**src/hw/rtl/ccc_pkg.sv**
```systemverilog
// ----------------------------------------------------------------------------
// ccc_pkg
// Shared types and constants of the classification confusion counter.
// ----------------------------------------------------------------------------
package ccc_pkg;

  // Command carried in the input tuser
  localparam logic CMD_SAMPLE = 1'b0;
  localparam logic CMD_READ   = 1'b1;

  // Threshold register indexes on the configuration port
  localparam int            NUM_THRESH = 3;
  localparam int            CFG_IDX_W  = 2;
  localparam logic [CFG_IDX_W-1:0] REG_THRESHOLD_0 = 2'd0;
  localparam logic [CFG_IDX_W-1:0] REG_THRESHOLD_1 = 2'd1;
  localparam logic [CFG_IDX_W-1:0] REG_THRESHOLD_2 = 2'd2;

  // Threshold reset values, signed Q16.16
  localparam logic signed [31:0] THRESHOLD_0_RST = 32'sd0;
  localparam logic signed [31:0] THRESHOLD_1_RST = 32'sd65536;
  localparam logic signed [31:0] THRESHOLD_2_RST = 32'sd131072;

  // Scores carried per sample word
  localparam int NUM_SCORES = 4;
  localparam int SCORE_W    = 16;

  // Stream word widths
  localparam int IN_DATA_W  = 104;
  localparam int OUT_DATA_W = 136;

  // Output queue depth, words
  localparam int OQ_DEPTH = 3;

  // One result word
  typedef struct packed {
    logic [31:0] class_errors;
    logic [31:0] class_count;
    logic [31:0] conf_count;
    logic [31:0] total_errors;
    logic        mismatch;
    logic [1:0]  pred_class;
    logic        pred_valid;
    logic [1:0]  true_class;
  } result_t;

endpackage

```
**src/hw/rtl/ccc_ram.sv**
```systemverilog
// ----------------------------------------------------------------------------
// ccc_ram
// Generic single-write, single-read RAM with a registered read port.
// ----------------------------------------------------------------------------
module ccc_ram #(
  parameter int WIDTH = 32,
  parameter int DEPTH = 16
) (
  input  logic                     clk,
  input  logic                     we,
  input  logic [$clog2(DEPTH)-1:0] waddr,
  input  logic [WIDTH-1:0]         wdata,
  input  logic [$clog2(DEPTH)-1:0] raddr,
  output logic [WIDTH-1:0]         rdata
);

  logic [WIDTH-1:0] mem [DEPTH];

  // Write port, and read port returning the old contents on a collision
  always_ff @(posedge clk) begin
    if (we) begin
      mem[waddr] <= wdata;
    end
    rdata <= mem[raddr];
  end

endmodule

```
**src/hw/rtl/classification_confusion_counter_top.sv**
```systemverilog
// ----------------------------------------------------------------------------
// classification_confusion_counter_top
// Scores classified time steps into a confusion matrix and error counters.
// ----------------------------------------------------------------------------
// One word is taken every clock cycle while the output queue has room. A word
// passes two stages: the first quantizes the target, finds the argmax of the
// scores and issues the counter RAM reads; the second updates the counters and
// writes them back, with forwarding of the previous cycle's write so that
// back-to-back words on the same entry count correctly. Results leave through
// a three-word queue after the stage 1 register; the input keeps flowing while
// the output is stalled until queue and stage 1 together hold three words. The
// figure of one word per cycle is set by the single read-modify-write of each
// counter RAM. After reset every counter reads zero at once (per-entry valid
// flags); there is no clearing pass. Counters saturate at all ones.
// ----------------------------------------------------------------------------
module classification_confusion_counter_top #(
  parameter int NUM_CLASSES = 4,
  parameter int COUNT_WIDTH = 32
) (
  input  logic                                 clk,
  input  logic                                 rst,
  // configuration write channel
  input  logic                                 cfg_valid,
  output logic                                 cfg_ready,
  input  logic [ccc_pkg::CFG_IDX_W-1:0]        cfg_index,
  input  logic [31:0]                          cfg_data,
  // input stream
  input  logic                                 s_axis_tvalid,
  output logic                                 s_axis_tready,
  // tdata: target_value[31:0], score_a[47:32], score_b[63:48], score_c[79:64],
  //        score_d[95:80], read_pred[97:96], read_true[99:98], zero fill
  input  logic [ccc_pkg::IN_DATA_W-1:0]        s_axis_tdata,
  // tuser: cmd
  input  logic                                 s_axis_tuser,
  // output stream
  output logic                                 m_axis_tvalid,
  input  logic                                 m_axis_tready,
  // tdata: true_class[1:0], pred_valid[2], pred_class[4:3], mismatch[5],
  //        total_errors[37:6], conf_count[69:38], class_count[101:70],
  //        class_errors[133:102], zero fill
  output logic [ccc_pkg::OUT_DATA_W-1:0]       m_axis_tdata
);

  localparam int CONF_DEPTH = NUM_CLASSES * NUM_CLASSES;
  localparam int CONF_AW    = $clog2(CONF_DEPTH);
  localparam int CLS_AW     = $clog2(NUM_CLASSES);
  localparam int THR_USED   = (NUM_CLASSES - 1 < ccc_pkg::NUM_THRESH) ?
                              NUM_CLASSES - 1 : ccc_pkg::NUM_THRESH;
  localparam int SCORE_USED = (NUM_CLASSES < ccc_pkg::NUM_SCORES) ?
                              NUM_CLASSES : ccc_pkg::NUM_SCORES;
  localparam int OQ_PW      = $clog2(ccc_pkg::OQ_DEPTH);
  localparam int OQ_CW      = $clog2(ccc_pkg::OQ_DEPTH + 1);

  typedef logic [COUNT_WIDTH-1:0] count_t;

  function automatic count_t sat_inc(input count_t v);
    return (&v) ? v : v + COUNT_WIDTH'(1);
  endfunction

  // Stage 1 control word
  typedef struct packed {
    logic               cmd;
    logic [1:0]         true_class;
    logic               pred_valid;
    logic [1:0]         pred_class;
    logic               mismatch;
    logic               conf_ok;
    logic               cls_ok;
    logic [CONF_AW-1:0] conf_addr;
    logic [CLS_AW-1:0]  cls_addr;
  } s1_t;

  // --------------------------------------------------------------------------
  // Threshold registers
  logic signed [31:0] thr [ccc_pkg::NUM_THRESH];

  assign cfg_ready = 1'b1;

  always_ff @(posedge clk) begin
    if (rst) begin
      thr[0] <= ccc_pkg::THRESHOLD_0_RST;
      thr[1] <= ccc_pkg::THRESHOLD_1_RST;
      thr[2] <= ccc_pkg::THRESHOLD_2_RST;
    end else if (cfg_valid) begin
      unique case (cfg_index)
        ccc_pkg::REG_THRESHOLD_0: thr[0] <= cfg_data;
        ccc_pkg::REG_THRESHOLD_1: thr[1] <= cfg_data;
        ccc_pkg::REG_THRESHOLD_2: thr[2] <= cfg_data;
        default: ;
      endcase
    end
  end

  // --------------------------------------------------------------------------
  // Stage 0: classify and issue reads
  logic               in_fire;
  logic signed [31:0] target;
  logic [1:0]         read_pred;
  logic [1:0]         read_true;
  logic [ccc_pkg::SCORE_W-1:0] score [ccc_pkg::NUM_SCORES];
  logic [ccc_pkg::SCORE_W-1:0] best;
  logic [1:0]         tc;
  logic [1:0]         pc;
  logic               pv;
  s1_t                s0;

  assign in_fire   = s_axis_tvalid & s_axis_tready;
  assign target    = $signed(s_axis_tdata[31:0]);
  assign score[0]  = s_axis_tdata[47:32];
  assign score[1]  = s_axis_tdata[63:48];
  assign score[2]  = s_axis_tdata[79:64];
  assign score[3]  = s_axis_tdata[95:80];
  assign read_pred = s_axis_tdata[97:96];
  assign read_true = s_axis_tdata[99:98];

  // threshold compare
  always_comb begin
    tc = 2'd0;
    for (int y = 0; y < THR_USED; y++) begin
      if (target > thr[y]) begin
        tc = 2'(y + 1);
      end
    end
  end

  // argmax, strictly greater, from a running best of zero
  always_comb begin
    best = '0;
    pc   = 2'd0;
    pv   = 1'b0;
    for (int c = 0; c < SCORE_USED; c++) begin
      if (score[c] > best) begin
        best = score[c];
        pc   = 2'(c);
        pv   = 1'b1;
      end
    end
  end

  // addresses and flags for stage 1
  always_comb begin
    s0.cmd        = s_axis_tuser;
    s0.true_class = tc;
    s0.pred_valid = pv;
    s0.pred_class = pc;
    s0.mismatch   = !pv || (pc != tc);
    if (s_axis_tuser == ccc_pkg::CMD_READ) begin
      s0.cls_ok    = int'(read_true) < NUM_CLASSES;
      s0.conf_ok   = s0.cls_ok && (int'(read_pred) < NUM_CLASSES);
      s0.conf_addr = CONF_AW'(int'(read_pred) * NUM_CLASSES + int'(read_true));
      s0.cls_addr  = CLS_AW'(read_true);
    end else begin
      s0.cls_ok    = 1'b1;
      s0.conf_ok   = 1'b1;
      s0.conf_addr = CONF_AW'(int'(pc) * NUM_CLASSES + int'(tc));
      s0.cls_addr  = CLS_AW'(tc);
    end
  end

  // --------------------------------------------------------------------------
  // Counter RAMs: confusion matrix, and {class errors, class count} per class
  logic                     conf_we;
  count_t                   conf_wdata;
  count_t                   conf_rdata;
  logic                     cls_we;
  logic [2*COUNT_WIDTH-1:0] cls_wdata;
  logic [2*COUNT_WIDTH-1:0] cls_rdata;
  s1_t                      s1;
  logic                     s1_valid;

  ccc_ram #(
    .WIDTH (COUNT_WIDTH),
    .DEPTH (CONF_DEPTH)
  ) u_conf_ram (
    .clk   (clk),
    .we    (conf_we),
    .waddr (s1.conf_addr),
    .wdata (conf_wdata),
    .raddr (s0.conf_addr),
    .rdata (conf_rdata)
  );

  ccc_ram #(
    .WIDTH (2 * COUNT_WIDTH),
    .DEPTH (NUM_CLASSES)
  ) u_cls_ram (
    .clk   (clk),
    .we    (cls_we),
    .waddr (s1.cls_addr),
    .wdata (cls_wdata),
    .raddr (s0.cls_addr),
    .rdata (cls_rdata)
  );

  // --------------------------------------------------------------------------
  // Stage 1 register, entry valid flags, forwarding and running total
  logic [CONF_DEPTH-1:0]    conf_vld;
  logic [NUM_CLASSES-1:0]   cls_vld;
  logic                     fwd_conf_v;
  logic [CONF_AW-1:0]       fwd_conf_addr;
  count_t                   fwd_conf_data;
  logic                     fwd_cls_v;
  logic [CLS_AW-1:0]        fwd_cls_addr;
  logic [2*COUNT_WIDTH-1:0] fwd_cls_data;
  count_t                   err_total;
  count_t                   err_total_next;

  always_ff @(posedge clk) begin
    if (rst) begin
      s1_valid   <= 1'b0;
      conf_vld   <= '0;
      cls_vld    <= '0;
      fwd_conf_v <= 1'b0;
      fwd_cls_v  <= 1'b0;
      err_total  <= '0;
    end else begin
      s1_valid   <= in_fire;
      fwd_conf_v <= conf_we;
      fwd_cls_v  <= cls_we;
      err_total  <= err_total_next;
      if (conf_we) begin
        conf_vld[s1.conf_addr] <= 1'b1;
      end
      if (cls_we) begin
        cls_vld[s1.cls_addr] <= 1'b1;
      end
    end
  end

  // payload registers
  always_ff @(posedge clk) begin
    s1            <= s0;
    fwd_conf_addr <= s1.conf_addr;
    fwd_conf_data <= conf_wdata;
    fwd_cls_addr  <= s1.cls_addr;
    fwd_cls_data  <= cls_wdata;
  end

  // read-modify-write
  count_t           conf_cur;
  count_t           cnt_cur;
  count_t           errc_cur;
  count_t           cnt_new;
  count_t           errc_new;
  ccc_pkg::result_t res;
  logic             sample;

  always_comb begin
    if (fwd_conf_v && (fwd_conf_addr == s1.conf_addr)) begin
      conf_cur = fwd_conf_data;
    end else if (conf_vld[s1.conf_addr]) begin
      conf_cur = conf_rdata;
    end else begin
      conf_cur = '0;
    end

    if (fwd_cls_v && (fwd_cls_addr == s1.cls_addr)) begin
      {errc_cur, cnt_cur} = fwd_cls_data;
    end else if (cls_vld[s1.cls_addr]) begin
      {errc_cur, cnt_cur} = cls_rdata;
    end else begin
      {errc_cur, cnt_cur} = '0;
    end

    sample     = s1_valid && (s1.cmd == ccc_pkg::CMD_SAMPLE);
    conf_wdata = sat_inc(conf_cur);
    cnt_new    = s1.pred_valid ? sat_inc(cnt_cur) : cnt_cur;
    errc_new   = s1.mismatch ? sat_inc(errc_cur) : errc_cur;
    cls_wdata  = {errc_new, cnt_new};
    conf_we    = sample && s1.pred_valid;
    cls_we     = sample;

    err_total_next = (sample && s1.mismatch) ? sat_inc(err_total) : err_total;

    // result word
    res = '0;
    if (s1.cmd == ccc_pkg::CMD_READ) begin
      res.total_errors = 32'(err_total);
      res.conf_count   = s1.conf_ok ? 32'(conf_cur) : 32'd0;
      res.class_count  = s1.cls_ok ? 32'(cnt_cur) : 32'd0;
      res.class_errors = s1.cls_ok ? 32'(errc_cur) : 32'd0;
    end else begin
      res.true_class   = s1.true_class;
      res.pred_valid   = s1.pred_valid;
      res.pred_class   = s1.pred_class;
      res.mismatch     = s1.mismatch;
      res.total_errors = 32'(err_total_next);
    end
  end

  // --------------------------------------------------------------------------
  // Output queue
  ccc_pkg::result_t oq [ccc_pkg::OQ_DEPTH];
  logic [OQ_PW-1:0] oq_wr;
  logic [OQ_PW-1:0] oq_rd;
  logic [OQ_CW-1:0] oq_count;
  logic             oq_pop;

  assign oq_pop        = m_axis_tvalid & m_axis_tready;
  assign m_axis_tvalid = oq_count != '0;
  assign m_axis_tdata  = ccc_pkg::OUT_DATA_W'(oq[oq_rd]);

  // room for the word in stage 1 and one more
  assign s_axis_tready = (32'(oq_count) + 32'(s1_valid)) < ccc_pkg::OQ_DEPTH;

  always_ff @(posedge clk) begin
    if (rst) begin
      oq_wr    <= '0;
      oq_rd    <= '0;
      oq_count <= '0;
    end else begin
      if (s1_valid) begin
        oq_wr <= (32'(oq_wr) == ccc_pkg::OQ_DEPTH - 1) ? '0 : oq_wr + OQ_PW'(1);
      end
      if (oq_pop) begin
        oq_rd <= (32'(oq_rd) == ccc_pkg::OQ_DEPTH - 1) ? '0 : oq_rd + OQ_PW'(1);
      end
      oq_count <= oq_count + OQ_CW'(s1_valid) - OQ_CW'(oq_pop);
    end
  end

  always_ff @(posedge clk) begin
    if (s1_valid) begin
      oq[oq_wr] <= res;
    end
  end

endmodule

```
**config.mk**
```make
export PLATFORM = sky130hd
export DESIGN_NAME = classification_confusion_counter_top
export DESIGN_NICKNAME = d
export VERILOG_FILES = /design/src/hw/rtl/ccc_pkg.sv /design/src/hw/rtl/ccc_ram.sv /design/src/hw/rtl/classification_confusion_counter_top.sv
export SDC_FILE = /design/constraint.sdc
export NUM_CORES = 2
export LEC_CHECK = 0
export BUFFER_PORTS_ARGS = -buffer_cell sky130_fd_sc_hd__buf_4
export CORE_ASPECT_RATIO = 1.2
export CORE_UTILIZATION = 30
export CTS_CLUSTER_SIZE = 10
export DETAILED_ROUTE_END_ITERATION = 6
export PLACE_DENSITY = 0.55
export SYNTH_ARGS = -nofsm -noshare
export SYNTH_HDL_FRONTEND = slang
export SYNTH_SLANG_ARGS = --single-unit
```
**constraint.sdc**
```tcl
create_clock -name clk -period 11.9 [get_ports clk]
set_input_delay 0.595 -clock clk [delete_from_list [all_inputs] [get_ports clk]]
set_output_delay 0.595 -clock clk [all_outputs]
set_load 0.03 [all_outputs]
```
---- After elaboration in Yosys (flattened, before gate mapping) ----
Memory sizes are Yosys's and may differ from the RTL's. A register that Yosys moved wholly into a read port is not among the register bits.
Index checks and enable logic that the tools add are counted.
operators by class
  add/sub/neg operators ................... 11
  order comparisons ....................... 12
  equal/unequal tests ..................... 7
  multiplexer cells ....................... 68
  bitwise operators ....................... 8
  reductions and logical operators ........ 15
operators by type and width
  operator                                                         count
  2-to-1 mux 32 bit                                                20
  adder 32 x 1 -> 32 bit (second input constant)                   4
  AND reduction 32 bit                                             4
  greater-than comparator 32 bit                                   3
  2-to-1 mux 96 bit                                                1
  greater-than comparator 16 bit                                   3
  2-to-1 mux 16 bit                                                3
  2-to-1 mux 1 bit                                                 30
  greater-than comparator 16 x 1 -> 1 bit (second input constant)  1
  2-to-1 mux 2 bit                                                 8
  OR 16 bit                                                        1
  2-to-1 mux 6 bit                                                 2
  adder 4 x 2 -> 4 bit                                             2
  logical AND 1 bit                                                7
  equality test 2 bit (second input constant)                      3
  less-than comparator 4 x 5 -> 1 bit (second input constant)      1
  adder 2 x 1 -> 2 bit (second input constant)                     2
  binary-select mux 1 bit (select 4 bit)                           1
  demux 1 bit (select 4 bit)                                       1
  equality test 4 bit                                              1
  >= comparator 4 x 1 -> 1 bit (second input constant)             1
  OR 4 bit                                                         1
  adder 2 x 1 -> 3 bit                                             1
  less-than comparator 2 x 3 -> 1 bit (second input constant)      1
  other kinds (16)                                                 19
storage, ports and cells
  register bits ........................... 178
  RAM bits ................................ 1266
  input bits .............................. 144
  output and inout port bits .............. 139
  logic and storage cells ................. 147
  memories kept ........................... 4
memory list
  name            depth  bits a word  read ports  clocked after memory_dff  write ports  RTL line                                     text
  u_conf_ram.mem  16     32           1           1                         1            ccc_ram.sv:17                                logic [WIDTH-1:0] mem [DEPTH];
  oq              3      134          1           1                         1            classification_confusion_counter_top.sv:293  ccc_pkg::result_t oq [ccc_pkg::OQ_DEPTH];
  u_cls_ram.mem   4      64           1           1                         1            ccc_ram.sv:17
  thr             3      32           3           0                         3            classification_confusion_counter_top.sv:75   logic signed [31:0] thr [ccc_pkg::NUM_THRESH];

---- Depth between registers and ports, before layout ----
  depth after elaboration ................. 10
  depth in mapped cells ................... 32
  gate-level depth less buffers ........... 27

---- Modules after synthesis ----
From an unflattened synthesis, not the netlist that was laid out.
second synthesis, totals
  cells, all modules ...................... 3910
  area, all modules ....................... 62029.5 µm²
modules (own cells, without submodules)
  module                                times used  cells an instance  area an instance (µm²)  sequential area each (µm²)
  classification_confusion_counter_top  1           2670               31552.8                 18437.7
  ccc_ram (u_conf_ram)                  1           838                19854.0                 16015.4
  ccc_ram (u_cls_ram)                   1           402                10622.7                 8968.6

---- Worst setup path before layout ----
No wires, ideal clock.
  path type ............................... reg2reg
  from .................................... register s1_valid
  to ...................................... memory oq[2][0] in the netlist's numbering, enable pin
  library setup time ...................... 818 ps
  arrival time ............................ 10174 ps
  data required time ...................... 11082 ps
  slack ................................... 908 ps
  stages on the path, launching flop included .. 3
  clock period less this slack ............ 10992 ps
  cells stage by stage .................... dfxtp_1 inv_1 nor3b_1
on the way
  longest elaborated chain between the ends .. 2
RTL lines
  item                                    RTL line                                     text
  start: declaration                      classification_confusion_counter_top.sv:169  logic s1_valid;
  start signal: assignment                classification_confusion_counter_top.sv:217  s1_valid <= in_fire;
  2-to-1 mux 1 bit                        classification_confusion_counter_top.sv:323  if (s1_valid) begin
  2-to-1 mux 1 bit (not written as such)  classification_confusion_counter_top.sv:324  oq[oq_wr] <= res;
  end: declaration                        classification_confusion_counter_top.sv:293
Every way passes these cells.

==> flow_metrics.py <==
metrics = {
    "finish": {
        "nFillCells": 19700,
        "nets": 4913,
        "drive_gt1_frac": 0.130,
        "final_core_util": 0.355,
        "area_growth_pct": 17.2,
        "stdcell_area_sq_um": 72900,
        "stdcell_count": 7528,
        "register_area_sq_um": 43400,
        "multiInputGateArea_sq_um": 17700,
    },
    "global_routing": {
        "grt_pass1_wl_mm": 228,
        "overflow": 0,
        "antenna_found_initial": 14,
        "grt_max_degree": 194,
        "grt_usage": 0.145,
        "grt_pass1_vias": 36000,
    },
    "logic_synthesis": {
        "yosys.area.top_type_share": 0.611,
        "yosys_register_bits": 1536,
        "yosys-top-cells-count": "1266 x edfxtp_1, 477 x mux2i_1, 270 x dfxtp_1",
        "yosysUniqueCellTypes": 77,
        "synth_edf_count": 1266,
        "synth_area_leaders": "edfxtp_1 61%, dfxtp_1 8.7%, mux2i_1 7.7%",
        "syn_inst": 4297,
        "synth_area_leader_cell": "edfxtp_1",
        "syn_area_sq_um": 62200,
        "synth-seq-area-share": 0.698,
        "yosysMostFrequentCell": "edfxtp_1",
        "ys.flop_type": "edfxtp_1",
        "ys_async_sr_fraction": 0,
        "synth.avg_cell_area_sq_um": 14.5,
        "yosysWarnings": 0,
    },
    "power": {
        "pwr-share-comb": 0.150,
        "pwr-share-clk": 0.373,
        "p_leak_nw": 25.9,
        "p_sw_frac": 0.265,
        "peakVddDrop_mv": 0.120,
        "p_int_mw": 9.58,
        "p_per_area_nw_per_um2": 179,
        "switchingPower_mw": 3.45,
        "p_total_mw": 13.0,
        "seqPwrFrac": 0.477,
    },
    "drt": {
        "drt-initial-drc-count": 2156,
        "antenna_left": 0,
        "wl_per_cell_um": 20.5,
        "viasPerCell": 4.73,
        "vias": 35600,
        "drc_errors": 0,
        "drt_wl_total_mm": 154,
        "first_pass_iters": 5,
    },
    "die": {
        "initial_core_util": 0.303,
        "pin_count": 283,
        "dieHeight_um": 501,
        "core_sq_um": 205000,
        "fp.dieW_um": 418,
        "die_area_sq_um": 209000,
        "rows": 182,
    },
    "clock_network": {
        "clock_latency_ns": 0.80,
        "numCtsBuffers": 173,
        "cts-resized-gates": 0,
        "htreeDepth": 4,
        "clockBufferDepth": 3,
        "tritoncts": "built",
        "cts.reportedPaths.clkPinSlew_ns": 0.06,
        "cts.sinks": 1536,
        "cts_root_buf": "clkbuf_16",
    },
    "min_path": {
        "hold_class": "in2reg",
        "worstHoldStart": "cfg_data[14]",
    },
    "timing": {
        "finalClockSkew_ns": 0.0464,
        "setup_viol": 0,
        "relSlewSlack": 0.112,
        "rsz0062_at_grt": "false",
        "post-route-period-util": 0.687,
        "slew_viol_final": 0,
        "worst_pin_slew_ns": 1.33,
        "fin_tns_setup_ns": 0,
        "fin_crit_ns": 8.18,
        "finalHoldViolations": 0,
        "fmax_mhz": 122,
    },
    "placement": {
        "place_area_sq_um": 67700,
        "dp_hpwl_mm": 92.4,
        "io_buffers": 275,
        "dp_cells": 7197,
        "gp_congestion": 0.814,
    },
    "worst_setup_path": {
        "startpoint_type": "input port",
        "crit_type": "in2reg",
        "r2r-start": "s1[0]$_DFF_P_",
        "critPathMaxFanout": 32,
        "worst_setup_path_end_kind": "flip-flop",
        "startpoint": "s_axis_tdata[49]",
        "worstPathRequired_ns": 12.56,
        "r2r_slack_ns": 5.17,
        "critPathArrivalTime_ns": 8.83,
    },
    "outcome": {
        "outcome": "finished clean",
    },
    "job": {
        "maxCapViolCount": 0,
    },
}
==> per-stage QoR <==
step / setup slack [ns] / hold slack, ns
after floorplan: 0.908 / 0.329
after global placement: 2.93 / 0.446
after detailed placement: 2.85 / 0.454
after CTS: 3.69 / 0.0454
after global routing: 3.16 / 0.0987
final: 3.72 / 0.123
==> final cells by class <==
type | instances | share of cell area
multi-input combinational | 2420 | 0.242
sequential | 1536 | 0.596
antenna | 4 | 0.000137
tap | 2760 | 0.0474
timing repair buffer | 355 | 0.0372
inverter | 131 | 0.00675
clock buffer | 310 | 0.0680
clock inverter | 12 | 0.00239
==> flip-flops by register name, indices dropped and copies added (netlist names), 4 cells and up, named ones only <==
name              flops
cls_vld               4
conf_vld             16
err_total            32
fwd_cls_data         64
fwd_conf_data        32
oq                  402
s1                   11
thr                  96
u_cls_ram.mem       256
u_cls_ram.rdata      64
u_conf_ram.mem      512
u_conf_ram.rdata     32
==> layer usage <==
| metal | routed length, um | track usage |
|---|---|---|
| met1 | 64200 | 0.173 |
| met2 | 79900 | 0.263 |
| met3 | 5580 | 0.0198 |
| met4 | 4380 | 0.0538 |
| met5 | 34 | 0 |
==> layout by cell type, fill, tap and decap left out, drive strengths merged, types with 5 or more instances in the layout <==
master | netlist | routed
and3 | 55 | 55
a22oi | 17 | 17
mux2i | 477 | 477
and2 | 123 | 123
a22o | 42 | 42
nand3 | 74 | 74
and4 | 13 | 13
a21o | 15 | 15
o2111ai | 8 | 8
nand2 | 269 | 269
nor2 | 119 | 119
xor2 | 49 | 49
a21oi | 161 | 161
a31oi | 10 | 10
o21a | 13 | 13
clkinv | 1 | 8
mux4 | 6 | 6
nand4 | 57 | 57
nor3b | 8 | 8
nor2b | 130 | 130
nor4 | 16 | 16
ha | 152 | 152
a221oi | 5 | 5
nand3b | 6 | 6
mux2 | 8 | 8
nor3 | 31 | 31
buf | 77 | 351
o211ai | 8 | 8
o22ai | 134 | 134
nand2b | 7 | 7
a211oi | 72 | 72
xnor2 | 73 | 73
inv | 130 | 135
dfxtp | 270 | 270
clkbuf | 134 | 310
o21ai | 178 | 178
edfxtp | 1266 | 1266
or4 | 33 | 33
==> timing repair <==
| item | in CTS | in global routing |
|---|---|---|
| hold buffers | 4 | 0 |
| hold endpoints to repair | 4 | 0 |
| setup buffers | 0 | 0 |
==> power by group through the flow <==
stage	clock network, mW	registers [mW]	logic [mW]
floorplan	0	6.27	1.30
global placement	0	6.33	1.96
detailed placement	0	6.33	1.98
CTS	5.00	6.22	1.99
global route	5.20	6.24	2.11
finish	4.86	6.22	1.95
==> worst max-delay path, cell delays in order <==
cell and delay, ns:
buf_4 0.12, ha_1 0.30, nor2b_1 0.14, o21a_1 0.16, o21a_1 0.17, o311a_1 0.32, o31ai_4 0.16, buf_4 0.32
mux2i_1 0.29, ha_1 0.29, a21o_1 0.19, a21o_1 0.17, a211o_1 0.29, o211ai_1 0.16, a221o_1 0.84, o21ai_0 0.20
ha_1 0.36, nand4_1 0.13, nor4_1 0.36, o21ai_0 0.14, o311ai_0 0.11, o221ai_1 0.23, o21ai_1 0.47, mux2_2 0.39
nand3b_1 0.77, buf_4 0.48, o22ai_1 0.16, or4_1 0.47
==> kinds of logic (layout without fill, tap and decap cells) <==
logic type	count (synthesis)	after routing	synth area share
DFF	1536	1536	0.698
and+or+nand+nor	957	957	0.0814
AOI/OAI and AO/OA	695	695	0.0699
muxes	491	491	0.0804
buffers and inverters	342	808	0.0225
adders and majority gates	152	152	0.0306
xor gates and xnor gates	122	122	0.0172
other	2	7	0.000121
==> worst paths after layout <==
check	end	cells after the start
hold / removal	thr[0][46]$_DFFE_PP_	2
hold reg to reg	cls_vld[3]$_SDFFE_PP0P_	2
setup / recovery	u_conf_ram.rdata[25]$_DFF_P_	28
setup reg to reg	u_conf_ram.mem[7][25]$_DFFE_PP_	11
(Power assumes the default switching activity.)
